[config.mk]
export PLATFORM = sky130hd
export DESIGN_NAME = orm_ctrl
export DESIGN_NICKNAME = d
export VERILOG_FILES = /design/src/orm_pkg.sv /design/src/orm_ctrl.sv
export SDC_FILE = /design/constraint.sdc
export NUM_CORES = 1
export LEC_CHECK = 0
export BUFFER_PORTS_ARGS = -buffer_cell sky130_fd_sc_hd__buf_4
export CAP_MARGIN = 20
export CORE_ASPECT_RATIO = 1.1
export CORE_MARGIN = 2
export CORE_UTILIZATION = 50
export DETAILED_ROUTE_END_ITERATION = 8
export PLACE_DENSITY = 0.77
export SYNTH_ARGS = -nofsm -noshare
export SYNTH_HDL_FRONTEND = slang
export SYNTH_SLANG_ARGS = --single-unit
[constraint.sdc]
create_clock -name clock -period 2.35 [get_ports clock]
set_input_delay 0.235 -clock clock [delete_from_list [all_inputs] [get_ports clock]]
set_output_delay 0.235 -clock clock [all_outputs]
set_load 0.03 [all_outputs]
[src/orm_pkg.sv]
// Shared constants, payload and control types, and helpers for the occupancy rate map.
package orm_pkg;

   // Map geometry and counter sizes.
   localparam int MAP_DIM     = 64;
   localparam int COUNT_WIDTH = 32;
   localparam int CELLS       = MAP_DIM * MAP_DIM;
   localparam int ADDR_W      = (CELLS > 1) ? $clog2(CELLS) : 1;
   localparam int MEM_W       = 2 * COUNT_WIDTH;

   // Field widths fixed by the interface.
   localparam int COORD_W     = 8;
   localparam int SPS_W       = 16;
   localparam int OUT_W       = 32;
   localparam int CSR_INDEX_W = 3;
   localparam int CSR_DATA_W  = 16;

   // Rate arithmetic: spikes times sampling rate, then Q24.8 quotient.
   localparam int PROD_W      = COUNT_WIDTH + SPS_W;
   localparam int RATE_FRAC   = 8;
   localparam int SAT_SHIFT   = OUT_W - RATE_FRAC;
   localparam int DIV_CNT_W   = 6;
   localparam int BIN_STEPS   = COORD_W;
   localparam int RATE_STEPS  = OUT_W;

   // Command codes.
   localparam logic [1:0] CMD_ADD   = 2'd0;
   localparam logic [1:0] CMD_READ  = 2'd1;
   localparam logic [1:0] CMD_CLEAR = 2'd2;

   // Register indexes.
   localparam logic [CSR_INDEX_W-1:0] CSR_REDUCE_X   = 3'd0;
   localparam logic [CSR_INDEX_W-1:0] CSR_REDUCE_Y   = 3'd1;
   localparam logic [CSR_INDEX_W-1:0] CSR_MAP_WIDTH  = 3'd2;
   localparam logic [CSR_INDEX_W-1:0] CSR_MAP_HEIGHT = 3'd3;
   localparam logic [CSR_INDEX_W-1:0] CSR_SPS        = 3'd4;

   typedef struct packed {
      logic [1:0] command;
      logic [7:0] pos_x;
      logic [7:0] pos_y;
      logic [7:0] spike_count;
      logic [5:0] cell_col;
      logic [5:0] cell_row;
   } orm_req_type;

   typedef struct packed {
      logic [31:0] rate_q8;
      logic        visited;
      logic [31:0] occupancy;
      logic [31:0] spike_total;
   } orm_rsp_type;

   // Commands from the controller to the datapath.
   typedef struct packed {
      logic load_req;
      logic start_x;
      logic start_y;
      logic cap_col;
      logic cap_row;
      logic mem_read;
      logic mem_update;
      logic load_counts;
      logic load_product;
      logic start_rate;
      logic load_result;
      logic clear_write;
   } orm_cmd_type;

   // Status from the datapath to the controller.
   typedef struct packed {
      logic [1:0] command;
      logic       div_busy;
      logic       in_area;
      logic       clear_last;
   } orm_status_type;

   // Clamp a counter to the 32-bit result field.
   function automatic logic [OUT_W-1:0] sat_out(input logic [COUNT_WIDTH-1:0] v);
      logic [63:0] wide;
      wide = 64'(v);
      if (wide > 64'h0000_0000_FFFF_FFFF) begin
         return '1;
      end
      return OUT_W'(v);
   endfunction

endpackage

[src/orm_ctrl.sv]
// Controller: sequences each command and owns the handshakes.
module orm_ctrl (
   input  logic                    clock,
   input  logic                    reset,
   input  logic                    req_valid,
   output logic                    req_ready,
   output logic                    rsp_valid,
   input  logic                    rsp_ready,
   input  orm_pkg::orm_status_type status,
   output orm_pkg::orm_cmd_type    cmd
);
   import orm_pkg::*;

   typedef enum logic [11:0] {
      ST_CLEAR    = 12'b0000_0000_0001,
      ST_IDLE     = 12'b0000_0000_0010,
      ST_DISPATCH = 12'b0000_0000_0100,
      ST_DIVX     = 12'b0000_0000_1000,
      ST_DIVY     = 12'b0000_0001_0000,
      ST_LOOKUP   = 12'b0000_0010_0000,
      ST_UPDATE   = 12'b0000_0100_0000,
      ST_FETCH    = 12'b0000_1000_0000,
      ST_MUL      = 12'b0001_0000_0000,
      ST_RATE     = 12'b0010_0000_0000,
      ST_DIVR     = 12'b0100_0000_0000,
      ST_RESULT   = 12'b1000_0000_0000
   } orm_state_type;

   orm_state_type state_ff;
   orm_state_type state_in;
   logic          rsp_valid_ff;
   logic          rsp_valid_in;

   // Next state and datapath commands.
   always_comb begin
      state_in = state_ff;
      cmd      = '0;
      unique case (state_ff)
         ST_CLEAR: begin
            cmd.clear_write = 1'b1;
            if (status.clear_last) begin
               state_in = ST_IDLE;
            end
         end
         ST_IDLE: begin
            if (req_valid) begin
               cmd.load_req = 1'b1;
               state_in     = ST_DISPATCH;
            end
         end
         ST_DISPATCH: begin
            case (status.command)
               CMD_ADD: begin
                  cmd.start_x = 1'b1;
                  state_in    = ST_DIVX;
               end
               CMD_READ:  state_in = ST_LOOKUP;
               CMD_CLEAR: state_in = ST_CLEAR;
               default:   state_in = ST_IDLE;
            endcase
         end
         ST_DIVX: begin
            if (!status.div_busy) begin
               cmd.cap_col = 1'b1;
               cmd.start_y = 1'b1;
               state_in    = ST_DIVY;
            end
         end
         ST_DIVY: begin
            if (!status.div_busy) begin
               cmd.cap_row = 1'b1;
               state_in    = ST_LOOKUP;
            end
         end
         ST_LOOKUP: begin
            cmd.mem_read = 1'b1;
            if (status.command == CMD_ADD) begin
               // Samples outside the area in use are dropped.
               state_in = status.in_area ? ST_UPDATE : ST_IDLE;
            end else begin
               state_in = ST_FETCH;
            end
         end
         ST_UPDATE: begin
            cmd.mem_update = 1'b1;
            state_in       = ST_IDLE;
         end
         ST_FETCH: begin
            cmd.load_counts = 1'b1;
            state_in        = ST_MUL;
         end
         ST_MUL: begin
            cmd.load_product = 1'b1;
            state_in         = ST_RATE;
         end
         ST_RATE: begin
            cmd.start_rate = 1'b1;
            state_in       = ST_DIVR;
         end
         ST_DIVR: begin
            if (!status.div_busy) begin
               state_in = ST_RESULT;
            end
         end
         ST_RESULT: begin
            // Load the output register once it is free or being emptied.
            if (!rsp_valid_ff || rsp_ready) begin
               cmd.load_result = 1'b1;
               state_in        = ST_IDLE;
            end
         end
         default: state_in = ST_IDLE;
      endcase
   end

   // Output register valid flag.
   always_comb begin
      if (cmd.load_result) begin
         rsp_valid_in = 1'b1;
      end else if (rsp_ready) begin
         rsp_valid_in = 1'b0;
      end else begin
         rsp_valid_in = rsp_valid_ff;
      end
   end

   always_ff @(posedge clock) begin
      if (reset) begin
         state_ff     <= ST_CLEAR;
         rsp_valid_ff <= 1'b0;
      end else begin
         state_ff     <= state_in;
         rsp_valid_ff <= rsp_valid_in;
      end
   end

   assign req_ready = (state_ff == ST_IDLE);
   assign rsp_valid = rsp_valid_ff;

endmodule

Yosys cells after proc, flatten, opt, wreduce, memory -nomap -nowiden:

Cells that the tools add are included.

* register bits: 13
* input port bits: 9
* output and inout bits: 14
* logic and storage cells: 55

* equality and inequality tests: 20
* muxes and demuxes: 28
* reduce and logical (&&, ||, !) cells: 5

Operators by type and width (number)
* 12-bit case mux with 11 select lines: 1
* 12-bit 2-to-1 mux: 6
* 6-bit case mux with 3 select lines: 1
* 1-bit 2-to-1 mux: 16
* 12-bit by 1-bit equality test with 1-bit output (second input constant): 1
* 12-bit by 10-bit equality test with 1-bit output (second input constant): 1
* 12-bit by 11-bit equality test with 1-bit output (second input constant): 1
* 12-bit equality test (second input constant): 1
* 12-bit by 2-bit equality test with 1-bit output (second input constant): 1
* 12-bit by 3-bit equality test with 1-bit output (second input constant): 1
* 12-bit by 4-bit equality test with 1-bit output (second input constant): 1
* 12-bit by 5-bit equality test with 1-bit output (second input constant): 1
* 12-bit by 6-bit equality test with 1-bit output (second input constant): 1
* 12-bit by 7-bit equality test with 1-bit output (second input constant): 1
* 12-bit by 8-bit equality test with 1-bit output (second input constant): 1
* 12-bit by 9-bit equality test with 1-bit output (second input constant): 1
* 2-bit inequality test (second input constant): 6
* 8-bit 2-to-1 mux: 1
* 7-bit 2-to-1 mux: 1
* 6-bit AND reduction: 1
* 2-bit 2-to-1 mux: 2
* 2-bit by 1-bit equality test with 1-bit output (second input constant): 1
* 2-bit equality test (second input constant): 1
* 2-bit zero test: 1
* other kinds (3): 3

Longest topological paths before layout:

* word-level depth: 5
* mapped depth: 7

Worst setup path after synthesis:

Ideal clock, no wire load.

* path type: flip-flop to output port
* start: reg state_ff[0]
* end: out cmd[9] (netlist name)
* data arrival time: 2528 ps
* required time: 2115 ps
* slack: -413 ps
* stages on the path, launching flop included: 5
* buffers on the path: 2
* path through: dfxtp_1 clkbuf_1 or4b_2 nor4_1 buf_4

RTL lines
* start: declaration: RTL line orm_ctrl.sv:29 `orm_state_type state_ff;`
* start signal: assignment: RTL line orm_ctrl.sv:132 `state_ff <= state_in;`
* end: declaration: RTL line orm_ctrl.sv:10 `output orm_pkg::orm_cmd_type cmd`

==> results.txt <==
Status: finished, violations left
Violated checks: setup timing
FP Rows: 15
FMAX: 406.6 MHz
Tot Pwr: 497.0 uW
Layout area overhead: 38.77%
Final Instance Area: 1182 um2
H-tree Lvls: 1
Vias: 958
Largest net degree at the start of global routing: 13
Unrepaired setup endpoints after global routing: true
Met2 WL: 1246 um
Worst Skew: 0.004780 ns
Cell Count Post-Placement: 147
Die X: 43.36 um
Post-route ant nets: 0
HP Class: in2reg
Final hold violations: 0
Total GRT Usage: 0.2502
Post-Syn Nets: 114
Initial Util: 0.5405
Yosys top cell area share: 0.3054
Die H: 47.30 um
Max Cap Viol: 0
Post-route clock period utilization: 1.047
Avg Inst Size Synth: 8.115 um2
Die Footprint: 2051 um2
Ys async rst share: 0
Hold Crit Start: status[1]
Met3 wire length: 128 um
PortBufs: 22
Layout Nets: 147
Vias in the first global route: 843
Final setup margin: -0.1097 ns
HPWL Detailed: 1720 um
Worst reg2reg setup slack: 0.09 ns
Vias per inst: 6.221
GRT overflow: 0
Crit path launch type: register
PwrDens: 420.3 nW/um2
Req. time, crit path: 2.12 ns
Clock sink total: 13
Drt pass-1 iters: 4
RR Startpoint: state_ff[9]$_SDFFE_PP0P_
Worst Path Max Fanout: 3
Initial antenna violation count: 0
Antenna cells: 0
Syn Inst Count: 105
DRC Markers: 0
Worst setup path category: reg2out
Synth warnings: 0
R2R cell count: 7
Hold_buf cts: 0
Yosys cell types: 37
Worst r2r dst: state_ff[11]$_SDFFE_PP0P_
Fin util: 0.7500
Min Clock Period, post-route: 2.460 ns
Worst rel slew slack: 0.5445
IO Count: 23
Num CTS Buffers: 3
DR top layer: met4
M1 WL: 1060 um
Mapped cell area: 852.1 um2
Max VDD drop: 0.3701 mV
Most common cell in the synthesized netlist: dfxtp_1
Number of synthesized register bits: 13
Reg clk slew, reported paths: 0.08 ns
DR iter-0 viols: 29
CTS Buffer Depth: 2
TritonCTS clock tree: yes
Worst-Margin Slew: 0.6771 ns
Setup tns final: -0.2119 ns
Crit path capture type: output port
Worst Hold Path EP: state_ff[6]$_SDFFE_PP0P_
Finish-stage setup viols: 3
Post-Place Cell Area: 1105 um2
Synth cell count leaders: dfxtp_1 (13), nor2_1 (11), nor3_1 (10)
GPL Wtd Cong: 0.8901
Fin. max-slew vios: 0
# fillers: 128
Synth Flop Type: dfxtp_1
Share of layout cells above drive strength 1: 0.4161
Register area share after synthesis: 0.3054
Hold depth: 3
Leak: 0.5163 nW
Non-filler instance count after layout: 154
Worst skew pair latency: 0.28 ns
Synth top area cells: dfxtp_1 (31%), nor3_1 (5.9%), nor3b_1 (5.3%), nor2_1 (4.8%), nor4_1 (4.4%)
CORE AREA: 1577 um2
Synth area leader: dfxtp_1
Arrival time worst endpoint: 2.22 ns
First-pass GRT wire length: 3753 um
Final wirelength: 2463 um
Number of flops mapped to enable cells by yosys: 0
Drt wl/cell: 15.99 um
Root Driver: clkbuf_4
==> sequential cells by signal, indices dropped and copies added (netlist names) <==
signal / cells
state_ff: 12
rsp_valid: 1
==> through the flow <==
stage / setup WS, ns / hold slack (ns)
after floorplan: -0.001200 / 0.3533
after global placement: 0.1747 / 0.4840
after detailed placement: 0.1566 / 0.4935
after CTS: -0.09678 / 0.2014
after global routing: -0.1458 / 0.1953
final: -0.1097 / 0.1930
==> power breakdown <==
part	internal (mW)	switching (mW)	leakage, nW
Combinational	0.0581	0.0706	0.396
Sequential	0.225	0.00193	0.105
Clock	0.0660	0.0755	0.0150
==> timing repair <==
item | 4_1_cts | 5_1_grt
setup endpoints to repair | 2 | 8
resized for setup | 2 | 4
cloned | 0 | 0
pin swaps | 4 | 1
endpoints found under the hold margin | 0 | 0
setup buffers | 3 | 0
==> worst max-delay path, cell delays in order, from the launching register on <==
cell and delay (ns):
dfxtp_1 0.32, or4_4 0.54, or4_4 0.57, nor3b_4 0.23, and2_4 0.17, buf_6 0.12
==> cell families after synthesis <==
group	synth area share
xor+xnor	0.03084
buf+inv	0.05579
simple gates	0.4538
compound gates	0.1542
flops	0.3054
==> routing by layer <==
layer  up-vias  global-route usage
met4         0              0.1333
met2        36              0.4328
met1       456              0.2943
met3         5             0.05385
li1        461                   -
met5         -                   0
==> area by class of cell <==
cell class | instances | area, um2 | area share
inverter | 2 | 7.507 | 0.006349
tap | 17 | 21.27 | 0.01799
timing repair buffer | 36 | 274.0 | 0.2317
multi-input combinational | 82 | 593.1 | 0.5016
clock buffer | 4 | 26.28 | 0.02222
sequential | 13 | 260.3 | 0.2201
==> worst max path at each step <==
stage | startpoint | endpoint | slack, ns
after floorplan | state_ff[0]$_SDFFE_PP1P_ | cmd[9] | -0.001
after global placement | state_ff[11]$_SDFFE_PP0P_ | cmd[11] | 0.17
after detailed placement | state_ff[11]$_SDFFE_PP0P_ | cmd[11] | 0.16
after CTS | state_ff[9]$_SDFFE_PP0P_ | cmd[11] | -0.1
after global routing | state_ff[9]$_SDFFE_PP0P_ | cmd[11] | -0.15
final | state_ff[9]$_SDFFE_PP0P_ | cmd[11] | -0.11
==> cells in the final DEF, fill, tap and decap left out, types with 2 or more instances in the layout <==
cell	instances
a32o_1	2
nor2b_1	2
or4_4	4
nor2_1	10
nor4_1	5
inv_1	2
buf_4	35
nand3b_1	2
and3_1	2
nor3_1	9
nand3_1	2
a21oi_1	6
nand2_1	2
dfxtp_1	13
clkbuf_4	3
or4b_2	2
o21ai_0	2
xor2_1	2
nand2b_1	3
nor3b_1	5
(Power assumes the default switching activity.)
